[src/rtl/cfcr_pkg.sv]
// Package for the CAN frame capture responder: transaction structs,
// event codes and the fixed frame constants. No dependencies.
package cfcr_pkg;

    // Event codes carried in req_type
    localparam logic [1:0] REQ_REQUEST   = 2'd0;
    localparam logic [1:0] REQ_CANDIDATE = 2'd1;
    localparam logic [1:0] REQ_CANCEL    = 2'd2;

    // Fixed identifiers and response bytes
    localparam logic [28:0] REQ_ID       = 29'h18DABAF1;
    localparam logic [28:0] RSP_ID       = 29'h18DAF1BA;
    localparam logic [7:0]  RSP_LEN_BYTE = 8'h07;
    localparam logic [7:0]  RSP_SID_BYTE = 8'h62;
    localparam logic [3:0]  MIN_REQ_DLC  = 4'd7;
    localparam logic [3:0]  MAX_DLC      = 4'd8;
    localparam int          MAX_PAYLOAD  = 5;

    // Input transaction: one CAN frame event
    typedef struct packed {
        logic [1:0]  req_type;
        logic        frame_extended;
        logic [28:0] frame_id;
        logic [3:0]  frame_dlc;
        logic [63:0] frame_data;
        logic [31:0] frame_time;
    } t_cfcr_in;

    // Output transaction: one result per event
    typedef struct packed {
        logic        accepted;
        logic        response_valid;
        logic [63:0] response_data;
        logic [31:0] response_time;
    } t_cfcr_out;

endpackage

[src/rtl/cfcr_core.sv]
// Capture state and per-event decision logic of the CAN frame capture
// responder. Depends on cfcr_pkg.
module cfcr_core (
    input  logic               i_clk,
    input  logic               i_rst_n,
    input  logic               i_cfg_we,
    input  logic               i_cfg_wdata,
    input  logic               i_fire,
    input  cfcr_pkg::t_cfcr_in i_item,
    output cfcr_pkg::t_cfcr_out o_result
);
    import cfcr_pkg::*;

    logic        r_enabled;
    logic        r_armed;
    logic        r_tgt_ext;
    logic [3:0]  r_offset;
    logic [7:0]  r_desc;
    logic [31:0] r_tgt_id;

    logic        n_armed;
    logic        n_tgt_ext;
    logic [3:0]  n_offset;
    logic [7:0]  n_desc;
    logic [31:0] n_tgt_id;

    logic        req_ok;
    logic        cand_hit;
    logic [3:0]  len;
    logic        in_range;
    logic [63:0] shifted;
    logic [7:0]  b2;
    logic [4:0]  pos;

    // Event decode and next capture state
    always_comb begin
        b2        = i_item.frame_data[23:16];
        req_ok    = (i_item.req_type == REQ_REQUEST) && r_enabled &&
                    i_item.frame_extended && (i_item.frame_id == REQ_ID) &&
                    (i_item.frame_dlc >= MIN_REQ_DLC);
        cand_hit  = (i_item.req_type == REQ_CANDIDATE) && r_enabled && r_armed &&
                    (i_item.frame_extended == r_tgt_ext) &&
                    ({3'b000, i_item.frame_id} == r_tgt_id);
        len       = (i_item.frame_dlc > MAX_DLC) ? MAX_DLC : i_item.frame_dlc;
        in_range  = r_offset < len;
        shifted   = i_item.frame_data >> {r_offset[2:0], 3'b000};

        n_armed   = r_armed;
        n_tgt_ext = r_tgt_ext;
        n_offset  = r_offset;
        n_desc    = r_desc;
        n_tgt_id  = r_tgt_id;
        if (req_ok) begin
            n_armed   = 1'b1;
            n_tgt_ext = b2[7:4] != 4'd0;
            n_offset  = b2[3:0];
            n_desc    = b2;
            n_tgt_id  = {i_item.frame_data[31:24], i_item.frame_data[39:32],
                         i_item.frame_data[47:40], i_item.frame_data[55:48]};
        end else if (cand_hit || (i_item.req_type == REQ_CANCEL)) begin
            n_armed = 1'b0;
        end
    end

    // Result build: header bytes, then up to five bytes from the offset
    always_comb begin
        o_result = '0;
        pos      = '0;
        if (req_ok) begin
            o_result.accepted = 1'b1;
        end else if (cand_hit && in_range) begin
            o_result.accepted       = 1'b1;
            o_result.response_valid = 1'b1;
            o_result.response_time  = i_item.frame_time;
            o_result.response_data[7:0]   = RSP_LEN_BYTE;
            o_result.response_data[15:8]  = RSP_SID_BYTE;
            o_result.response_data[23:16] = r_desc;
            for (int k = 0; k < MAX_PAYLOAD; k++) begin
                pos = {1'b0, r_offset} + 5'(k);
                if (pos < {1'b0, len}) begin
                    o_result.response_data[(3 + k) * 8 +: 8] = shifted[k * 8 +: 8];
                end
            end
        end
    end

    // Enable register and capture state
    always_ff @(posedge i_clk) begin
        if (!i_rst_n) begin
            r_enabled <= 1'b0;
            r_armed   <= 1'b0;
            r_tgt_ext <= 1'b0;
            r_offset  <= '0;
            r_desc    <= '0;
            r_tgt_id  <= '0;
        end else begin
            if (i_cfg_we) begin
                r_enabled <= i_cfg_wdata;
            end
            if (i_fire) begin
                r_armed   <= n_armed;
                r_tgt_ext <= n_tgt_ext;
                r_offset  <= n_offset;
                r_desc    <= n_desc;
                r_tgt_id  <= n_tgt_id;
            end
        end
    end

endmodule

[src/rtl/can_frame_capture_responder.sv]
// Top level of the CAN frame capture responder: input register, result
// register and handshake control around cfcr_core. Depends on cfcr_pkg.
//
// Usage:
//   Input channel (i_in_valid / o_in_stall / i_in_data) takes one CAN
//   frame event per transaction: request, candidate or cancel. Output
//   channel (o_out_valid / i_out_stall / o_out_data) returns exactly one
//   result transaction per event, in order.
//   A request to the diagnostic ID arms a one-shot capture; a matching
//   candidate disarms it and, if the stored offset lies inside its data,
//   yields a response payload with the candidate's timestamp. The user
//   writes the enable register (i_cfg_we / i_cfg_wdata) only while idle;
//   the block itself does not enforce this.
// Pipeline:
//   An event passes from the input register through the decision logic
//   into the result register; one event per cycle when not stalled.
// Reset and stall:
//   Reset clears both valid flags, disarms the capture and disables the
//   block. While the receiver stalls, the result holds; an empty input
//   register still takes one event, and only then does o_in_stall rise.
module can_frame_capture_responder (
    input  logic                i_clk,
    input  logic                i_rst_n,
    input  logic                i_cfg_we,
    input  logic                i_cfg_wdata,
    input  logic                i_in_valid,
    output logic                o_in_stall,
    input  cfcr_pkg::t_cfcr_in  i_in_data,
    output logic                o_out_valid,
    input  logic                i_out_stall,
    output cfcr_pkg::t_cfcr_out o_out_data
);
    import cfcr_pkg::*;

    logic      r_in_vld;
    t_cfcr_in  r_in;
    logic      r_out_vld;
    t_cfcr_out r_out;

    logic      advance;
    logic      fire;
    t_cfcr_out result;

    // Handshake control
    assign advance    = !r_out_vld || !i_out_stall;
    assign fire       = r_in_vld && advance;
    assign o_in_stall = r_in_vld && !advance;

    cfcr_core u_core (
        .i_clk       (i_clk),
        .i_rst_n     (i_rst_n),
        .i_cfg_we    (i_cfg_we),
        .i_cfg_wdata (i_cfg_wdata),
        .i_fire      (fire),
        .i_item      (r_in),
        .o_result    (result)
    );

    // Input register
    always_ff @(posedge i_clk) begin
        if (!i_rst_n) begin
            r_in_vld <= 1'b0;
        end else if (!o_in_stall) begin
            r_in_vld <= i_in_valid;
        end
    end

    always_ff @(posedge i_clk) begin
        if (i_in_valid && !o_in_stall) begin
            r_in <= i_in_data;
        end
    end

    // Result register
    always_ff @(posedge i_clk) begin
        if (!i_rst_n) begin
            r_out_vld <= 1'b0;
        end else if (advance) begin
            r_out_vld <= r_in_vld;
        end
    end

    always_ff @(posedge i_clk) begin
        if (fire) begin
            r_out <= result;
        end
    end

    assign o_out_valid = r_out_vld;
    assign o_out_data  = r_out;

endmodule

[config.mk]
export PLATFORM = sky130hd
export DESIGN_NAME = can_frame_capture_responder
export DESIGN_NICKNAME = d
export VERILOG_FILES = /design/src/rtl/cfcr_pkg.sv /design/src/rtl/cfcr_core.sv /design/src/rtl/can_frame_capture_responder.sv
export SDC_FILE = /design/constraint.sdc
export NUM_CORES = 1
export LEC_CHECK = 0
export BUFFER_PORTS_ARGS = -buffer_cell sky130_fd_sc_hd__buf_4
export CAP_MARGIN = 20
export CELL_PAD_IN_SITES_DETAIL_PLACEMENT = 0
export CELL_PAD_IN_SITES_GLOBAL_PLACEMENT = 1
export CORE_MARGIN = 8
export CORE_UTILIZATION = 30
export CTS_BUF_LIST = sky130_fd_sc_hd__clkbuf_2
export CTS_CLUSTER_SIZE = 24
export DETAILED_ROUTE_END_ITERATION = 8
export PLACE_DENSITY_LB_ADDON = 0.1
export SETUP_SLACK_MARGIN = 0.02
export SLEW_MARGIN = 0
export SYNTH_ARGS = -nofsm -noshare
export SYNTH_HDL_FRONTEND = slang
export SYNTH_HIERARCHICAL = 1
export SYNTH_SLANG_ARGS = --single-unit
[constraint.sdc]
create_clock -name i_clk -period 8.77 [get_ports i_clk]
set_input_delay 0.4385 -clock i_clk [delete_from_list [all_inputs] [get_ports i_clk]]
set_output_delay 0.4385 -clock i_clk [all_outputs]
set_load 0.02 [all_outputs]
==> results of run 1 <==
[per-stage QoR]
step	cell area, sq um	std cells	utilization	total power [uW]
3_5_place_dp	14100	1476	0.363	1740
6_report	16200	1762	0.419	2740
5_1_grt	16200	1762	0.419	2890
4_1_cts	16200	1758	0.419	2810
2_1_floorplan	11800	769	-	1620
3_3_place_gp	14100	1476	0.363	1740
[logic make-up (layout without fill, tap and decap cells)]
| group | Yosys count | after routing |
|---|---|---|
| AOI/OAI and AO/OA | 63 | 63 |
| buffers and inverters | 74 | 545 |
| and+or+nand+nor | 188 | 188 |
| adders and majority gates | 19 | 19 |
| xor gates and xnor gates | 35 | 35 |
| DFF | 275 | 275 |
| other | 1 | 14 |
| muxes | 105 | 105 |
[worst max-delay path, stage by stage (launching register included)]
cell and delay (ns):
dfxtp_1 0.35, clkinv_1 0.52, ha_1 0.56, inv_1 0.05
ha_1 0.26, a21o_1 0.15, a21o_1 0.17, a221o_1 0.45
nor4_1 0.28
[layer usage]
layer	global-route usage	part of all wire	wire length (um)
met1	0.195	0.44	16000
met2	0.263	0.49	17900
met3	0.0409	0.045	1650
met4	0.0532	0.021	774
met5	0	0	0
[worst max path at each step]
stage | from | endpoint | slack, ns | cells after the start
finish | u_core/r_offset[1] | o_out_data[86] | 5.78 | 8
global route | u_core/r_offset[1] | o_out_data[84] | 5.59 | 8
CTS | u_core/r_offset[1] | o_out_data[83] | 5.77 | 8
detailed placement | u_core/r_offset[1] | o_out_data[83] | 5.80 | 8
global placement | u_core/r_offset[1] | o_out_data[88] | 5.89 | 6
floorplan | i_out_stall | r_in[0] | 1.63 | 2
[timing repair]
item,CTS,global route
hold endpoints to repair,177,0
setup endpoints to repair,0,0
hold buffers,140,0
[area by class of cell]
cell class / count / area (sq um) / share of cell area
Clock buffer: 125 / 626 / 0.0386
Antenna cell: 4 / 10.0 / 0.000617
Timing Repair Buffer: 389 / 3270 / 0.202
Inverter: 14 / 52.6 / 0.00324
Multi-Input combinational cell: 420 / 3690 / 0.227
Sequential cell: 275 / 7810 / 0.481
Clock inverter: 17 / 125 / 0.00771
Tap cell: 518 / 648 / 0.0399
[cell usage in the layout, fill, tap and decap left out, types with 4 or more instances in the layout]
cell type / Yosys / routed
a21o_1: 5 / 5
a21oi_1: 12 / 12
a22oi_1: 8 / 8
buf_4: 20 / 249
clkbuf_2: 0 / 125
clkinv_1: 1 / 11
conb_1: 1 / 10
dfxtp_1: 45 / 44
diode_2: 0 / 4
dlygate4sd3_1: 0 / 140
edfxtp_1: 230 / 230
ha_1: 18 / 17
inv_1: 13 / 13
mux2_2: 16 / 16
mux2i_1: 65 / 65
mux4_2: 24 / 24
nand2_1: 16 / 16
nand4_1: 11 / 11
nor2_1: 14 / 14
nor2b_1: 44 / 43
nor3_1: 15 / 15
nor3b_1: 36 / 36
nor4_1: 27 / 26
nor4b_1: 7 / 7
nor4bb_1: 7 / 7
o211ai_1: 8 / 8
o21a_1: 9 / 9
o22a_1: 8 / 8
xnor2_1: 31 / 31
xor2_1: 4 / 4
[where the power goes]
group          leakage (uW)  switching, uW  total (uW)  internal (uW)
Combinational       0.00283            108         244            136
Clock              0.000576            551         984            433
Sequential          0.00259           39.2        1510           1470
[registers in the layout, indices dropped and copies added (netlist names)]
register and cells:
o_out_data 98, u_core/r_desc 5, u_core/r_armed 1, u_core/r_enabled 1
r_in_vld 1, r_in 132, u_core/r_tgt_ext 1, u_core/r_tgt_id 32
u_core/r_offset 3, o_out_valid 1
==> qor.yml, run 1 <==
dieArea_sq_um: 45900
setup.worst_path.end_class: "flip-flop"
grt_max_degree: 76
p_leak_uw: 0.00600
synth_top_area_share: 0.586
path_class: "reg2reg"
pin_count: 238
postCtsSetupBuffers: 0
postRouteAntennaNets: 0
synth_xor_area_frac: 0.0260
synthArstFlopShare: 0
path_max_fanout: 20
fin_crit_ns: 2.99
tightest_slew_ns: 1.01
cts-root-buf: "clkbuf_2"
port_buffers: 237
rr_startpoint: "u_core/r_offset[1]"
synth_most_common_cell: "edfxtp_1"
hold_start: "i_in_data[61]"
drv_cap: 0
dp.final_hpwl_mm: 25.5
grt_pass1_wl_mm: 54.7
die_h_um: 214
syn_to_final_growth_pct: 37.6
cts_resized: 0
yosys-top-cells-area: "edfxtp_1 59%, dfxtp_1 7.6%, mux2i_1 5.5%"
htree_levels: 3
cts_tree: "built"
cts_inserted_buffers: 78
drive_gt1_frac: 0.348
synth_simple_gate_area_share: 0.103
gp_congestion: 0.733
required_ns: 9.51
vias: 7915
synth_top_family_by_area: "multiplexers"
num_rows: 72
syn_area_sq_um: 11800
die_w_um: 214
worst-r2r-setup-slack_ns: 5.78
design.core.area_sq_um: 38700
initialDrtViolationCount: 316
seq_area_frac_synth: 0.662
slew_viol_final: 0
cts_buffer_depth: 3
hold_depth: 2
finalSetupTns_ns: 0
drcViolationCount: 0
finClkSkew_ns: 0.0802
drt_wl_total_mm: 36.3
grt-ovfl-total: 0
avgSynthCellArea_sq_um: 15.5
clk_latency_ns: 0.96
antenna_found_initial: 2
place_ws_ns: 5.80
slew_headroom: 0.319
syn_inst: 760
ir_worst_vdd_mv: 0.0739
fillCellCount: 3667
fin_crit_sh: 0.341
rsz0062_at_grt: "false"
yosysTopAreaCell: "edfxtp_1"
reg2regPathDepth: 8
start_util: 0.304
whs_endpoint: "r_in[61]"
synth_warnings: 6
ys_seq_elements: 275
fin_ws_ns: 5.78
yosys.cell_types.count: 48
ys.flop_type: "edfxtp_1"
arrival_ns: 3.72
hold_class: "in2reg"
r2r_end: "o_out_data[86]"
avgRoutedWirePerCell_um: 20.6
hold-worst-slack_ns: 0.199
start_kind: "flip-flop"
grt_pass1_vias: 8565
fmax_mhz: 335
cts_sinks: 275
synthAdderAreaFrac: 0.0208
synth_compound_area_frac: 0.0402
grtUsageTotal: 0.157
final-setup-viol-count: 0
status: "finished clean"
nNetsFinal: 1335
synth_mux_area_frac: 0.116
powerDensity_nw_per_um2: 169
final_hold_viol_count: 0
clk_pin_slew_ns: 0.10
via_per_inst: 4.49
synthTopCellsByCount: "230 x edfxtp_1, 65 x mux2i_1, 45 x dfxtp_1"
first_pass_iters: 5
synth_edf_count: 230
No activity file was read; power rests on OpenSTA's default activity.
==> run 2, diff against run 1 <==
Clock period 8.77 ns to 2.4 ns, I/O delays scaled along.
==> run 2 against run 1 <==
Fmax grew 27%. Count of clock-buffer cells in the layout fell by 11. Clock power grew to 3.4 times the previous value. Largest power group unchanged. Critical path depth down 1. Routed wire length grew 2.5%. Setup slack worse by 5.7 ns. Via count grew 8.0%. Worst hold slack gained 0.015 ns. Total power grew to 3.6 times the previous value. Design area up 11%. Die area unchanged.
==> qor.yml, run 2 (synthesized netlist as in run 1, its figures left out) <==
fmax_mhz: 424
grt-ovfl-total: 0
cts_sinks: 275
tightest_slew_ns: 0.799
placed_cells: 1504
htree_levels: 3
drive_gt1_frac: 0.337
num_rows: 72
cts_buffer_depth: 3
place_area_sq_um: 14400
rr_startpoint: "u_core/r_offset[0]"
die_w_um: 214
grt_max_degree: 100
clk_latency_ns: 0.95
fin_crit_ns: 2.36
p_seq_frac: 0.554
port_buffers: 237
arrival_ns: 3.05
clk_pin_slew_ns: 0.10
ir_worst_vdd_mv: 0.318
path_max_fanout: 8
status: "finished clean"
grt_pass1_vias: 9448
die_h_um: 214
power_switching_uw: 2570
drt_wl_total_mm: 37.2
rsz0062_at_grt: "true"
largest_reg_flops: 132
sw_frac_of_total: 0.257
final_hold_viol_count: 0
antenna_found_initial: 2
cts_tree: "built"
drcViolationCount: 0
p_int_uw: 7410
hold_start: "i_rst_n"
vias: 8550
regMostFlops: "r_in"
dp.final_hpwl_mm: 26.0
hold_class: "in2reg"
layout_commonest_cell: "dlygate4sd3_1"
p_leak_uw: 0.00673
nNetsFinal: 1498
cts_inserted_buffers: 77
initialDrtViolationCount: 367
r2r_end: "o_out_data[64]"
reg2regPathDepth: 7
postRouteAntennaNets: 0
pin_count: 238
setup.worst_path.end_class: "flip-flop"
dieArea_sq_um: 45900
gp_congestion: 0.750
first_pass_iters: 4
syn_to_final_growth_pct: 52.8
pwr-share-comb: 0.108
path_class: "reg2reg"
slew_viol_final: 0
regArea_sq_um: 7820
fin_ws_ns: 0.0440
drv_cap: 0
final_cell_area_sq_um: 18000
fin_crit_sh: 0.982
fin_cells: 1921
mostFrequentLayoutCells: "275 x dlygate4sd3_1, 267 x buf_4, 230 x edfxtp_1"
start_util: 0.304
place_ws_ns: -0.00499
via_per_inst: 4.45
powerDensity_nw_per_um2: 554
grtUsageTotal: 0.160
hold_depth: 3
final-setup-viol-count: 0
clockPowerShare: 0.338
avgRoutedWirePerCell_um: 19.4
grt_pass1_wl_mm: 56.7
final_core_util: 0.465
required_ns: 3.09
multi_input_area_sq_um: 3820
start_kind: "flip-flop"
worst-r2r-setup-slack_ns: 0.04
cts-root-buf: "clkbuf_2"
whs_endpoint: "u_core/r_desc[5]"
design.core.area_sq_um: 38700
finalSetupTns_ns: 0
slew_headroom: 0.465
fillCellCount: 3626
finClkSkew_ns: 0.0755
## run 2: changes by cell type in the layout (fill, tap and decap cells not counted), moves of 4 or more
cell,previous run,this run
nor4_2,3,9
nor4_4,0,4
buf_12,0,9
clkinv_1,11,16
dlygate4sd3_1,140,275
clkbuf_2,125,114
buf_4,249,267
nor4_1,26,16
## run 2: final cells by class
class,instances,share of cell area
Sequential cell,275,0.434
Timing Repair Buffer,553,0.276
Clock inverter,23,0.00674
Multi-Input combinational cell,420,0.212
Tap cell,518,0.0360
Antenna cell,4,0.000556
Clock buffer,114,0.0317
Inverter,14,0.00306
## run 2: metal layers
metal	GRT usage	up-vias	part of all wire
met5	0	-	0
met4	0.0516	0	0.023
met3	0.0437	60	0.046
met2	0.272	224	0.50
met1	0.195	4142	0.43
li1	-	4124	-
## run 2: through the flow
| stage | total power, uW | hold slack [ns] |
|---|---|---|
| final | 9980 | 0.214 |
| after global routing | 10500 | 0.0934 |
| after CTS | 10200 | 0.0492 |
| after detailed placement | 6370 | 0.299 |
| after global placement | 6370 | 0.298 |
| after floorplan | 5910 | 0.219 |
## run 2: power groups by stage
stage | logic (uW) | registers [uW] | clock network [uW]
finish | 1080 | 5520 | 3370
global route | 1160 | 5550 | 3810
CTS | 1090 | 5530 | 3580
detailed placement | 728 | 5640 | 0
global placement | 729 | 5640 | 0
floorplan | 262 | 5650 | 0
## run 2: repair_timing
| action | CTS | global route |
|---|---|---|
| cloned | 0 | 1 |
| setup buffers | 0 | 0 |
| gates resized for setup | 5 | 19 |
| hold endpoints to repair | 407 | 0 |
| hold buffers | 275 | 0 |
| setup endpoints to repair | 4 | 46 |
| pin swaps | 0 | 5 |
## run 2: worst max-delay path by stage
stage / slack (ns) / cells after the start / end / start
floorplan: -0.80 / 7 / u_core/r_offset[2] / o_out_valid
global placement: 0.02 / 7 / o_out_data[66] / u_core/r_offset[1]
detailed placement: -0.005 / 7 / o_out_data[66] / u_core/r_offset[1]
CTS: 0.005 / 7 / o_out_data[66] / u_core/r_offset[1]
global route: -0.03 / 7 / o_out_data[64] / u_core/r_offset[0]
finish: 0.04 / 7 / o_out_data[64] / u_core/r_offset[0]
## run 2: worst max-delay path: stages (launching register included)
cell	delay (ns)
dfxtp_4	0.37
inv_1	0.08
ha_1	0.32
ha_1	0.27
a21o_1	0.16
a21o_1	0.17
a221o_2	0.47
nor4_2	0.29
==> run 3, diff against run 2 <==
Settings changed: SETUP_SLACK_MARGIN 0.02 to 0.1, SYNTH_HIERARCHICAL 1 to unset.
==> run 3 against run 2 <==
Sequential power fell by 5.8%. Core utilization rose by 1.5 points. Design area fell by 0.67%. Count of clock-buffer cells in the layout fell by 8. Largest power group unchanged. Largest cell class unchanged. Setup slack improved by 0.033 ns. Fmax rose by 1.4%. Worst hold slack improved by 0.064 ns.
==> qor.yml, run 3 <==
ys.flop_type: "edfxtp_1"
arrival_ns: 3.01
syn_to_final_growth_pct: 59.3
port_buffers: 227
grtUsageTotal: 0.169
final_core_util: 0.480
hold_class: "in2reg"
grt_pass1_wl_mm: 56.6
largest_reg_flops: 132
setup.worst_path.end_class: "flip-flop"
grt-ovfl-total: 0
synth_most_common_cell: "edfxtp_1"
gp_congestion: 0.793
path_class: "reg2reg"
cts_sinks: 259
num_rows: 71
final-setup-viol-count: 0
grt_max_degree: 83
nNetsFinal: 1553
hold_depth: 3
grt_pass1_vias: 9441
fmax_mhz: 431
synthTopCellsByCount: "214 x edfxtp_1, 112 x nand2_1, 49 x mux2i_1"
powerDensity_nw_per_um2: 530
cts_tree: "built"
antenna_found_initial: 2
cts_inserted_buffers: 71
via_per_inst: 4.58
initialDrtViolationCount: 467
dieArea_sq_um: 43900
p_leak_uw: 0.00669
power.total_uw: 9490
drive_gt1_frac: 0.347
clk_pin_slew_ns: 0.11
synth_edf_count: 214
drv_cap: 0
ir_worst_vdd_mv: 0.273
first_pass_iters: 4
tightest_slew_ns: 0.666
fin_crit_ns: 2.32
status: "finished clean"
yosysTopAreaCell: "edfxtp_1"
slew_viol_final: 0
syn_area_sq_um: 11200
r2r_end: "o_out_data[97]"
layout_commonest_cell: "dlygate4sd3_1"
die_h_um: 209
cts_buffer_depth: 3
whs_endpoint: "u_core.r_tgt_id[22]"
reg2regPathDepth: 3
rr_startpoint: "r_in[130]"
final_hold_viol_count: 0
finClkSkew_ns: 0.0873
clk_latency_ns: 0.91
avgRoutedWirePerCell_um: 19.5
seq_area_frac_synth: 0.652
required_ns: 3.09
synthArstFlopShare: 0
hold_start: "i_rst_n"
ys_seq_elements: 259
synth_top_area_share: 0.572
synth_warnings: 0
regMostFlops: "r_in"
vias: 8815
fillCellCount: 3365
worst-r2r-setup-slack_ns: 0.08
pin_count: 238
start_util: 0.301
htree_levels: 3
design.core.area_sq_um: 37300
slew_headroom: 0.556
drcViolationCount: 0
hold-worst-slack_ns: 0.278
die_w_um: 209
cts-root-buf: "clkbuf_2"
drt_wl_total_mm: 37.6
rsz0062_at_grt: "true"
fin_crit_sh: 0.968
yosys.cell_types.count: 52
mostFrequentLayoutCells: "275 x dlygate4sd3_1, 255 x buf_4, 214 x edfxtp_1"
syn_inst: 828
postRouteAntennaNets: 0
avgSynthCellArea_sq_um: 13.6
start_kind: "flip-flop"
path_max_fanout: 4
dp.final_hpwl_mm: 26.2
yosys-top-cells-area: "edfxtp_1 57%, dfxtp_1 8.0%, mux2i_1 4.4%"
run 3: changes by cell type after synthesis, sizes merged, moves of 14 or more:
cell,previous run,this run
mux4,24,8
nor2b,45,4
nor2,14,28
nand2,16,112
a21boi,1,41
mux2i,65,49
edfxtp,230,214
run 3: power by group:
part           internal, uW  switching, uW  total, uW
combinational           653            459       1110
sequential             5060            142       5200
clock                  1300           1880       3180
run 3: area by class of cell:
| type | count | area, sq um | share of cell area |
|---|---|---|---|
| Antenna cell | 1 | 2.50 | 0.000140 |
| Clock buffer | 106 | 531 | 0.0296 |
| Clock inverter | 22 | 124 | 0.00692 |
| Inverter | 14 | 61.3 | 0.00343 |
| Multi-Input combinational cell | 498 | 4150 | 0.232 |
| Sequential cell | 259 | 7340 | 0.410 |
| Tap cell | 474 | 593 | 0.0331 |
| Timing Repair Buffer | 552 | 5100 | 0.285 |
run 3: per-stage QoR:
stage	cells	TNS [ns]	area (sq um)	setup slack, ns
final	1926	0	17900	0.0773
after global routing	1926	-0.117	17900	-0.0354
after CTS	1916	0	17400	0.0154
after detailed placement	1508	-0.0322	13700	-0.0152
after global placement	1508	0	13700	0.000448
after floorplan	837	-74.65	11300	-0.566
run 3: metal layers:
metal | vias to the layer above | share of wire | track usage
met5 | - | 0 | 0
met4 | 0 | 0.024 | 0.0656
met3 | 55 | 0.064 | 0.0430
met2 | 280 | 0.47 | 0.265
met1 | 4217 | 0.45 | 0.221
li1 | 4263 | - | -
run 3: kinds of logic (layout without fill, tap and decap cells):
kind of cell,after synthesis,count (layout),share of synthesized area
compound gates,103,103,0.0673
xor+xnor,35,35,0.0273
fa+ha+maj,19,19,0.0218
buf+inv,80,694,0.0332
flops,259,259,0.652
mux,73,73,0.0758
other cells,1,11,0.000334
simple gates,258,258,0.122
run 3: timing repair:
action	CTS	global route
hold buffers	275	0
gates cloned	2	5
endpoints found under the hold margin	313	0
buffers inserted	3	4
pin swaps	4	5
resized for setup	45	56
setup endpoints to repair	66	106
run 3: how the worst max path moves through the flow:
stage | startpoint | to | slack, ns
2_1_floorplan | o_out_valid | r_in[0] | -0.57
3_3_place_gp | r_in[130] | o_out_data[81] | 0.0004
3_5_place_dp | r_in[131] | o_out_data[68] | -0.02
4_1_cts | r_in[110] | o_out_data[84] | 0.02
5_1_grt | r_in[100] | o_out_data[71] | -0.04
6_report | r_in[130] | o_out_data[97] | 0.08
run 3: worst max-delay path: stages (launching register included):
cell and delay, ns:
edfxtp_1 0.49, or4b_2 0.68, or4_1 0.59, o32ai_2 0.35
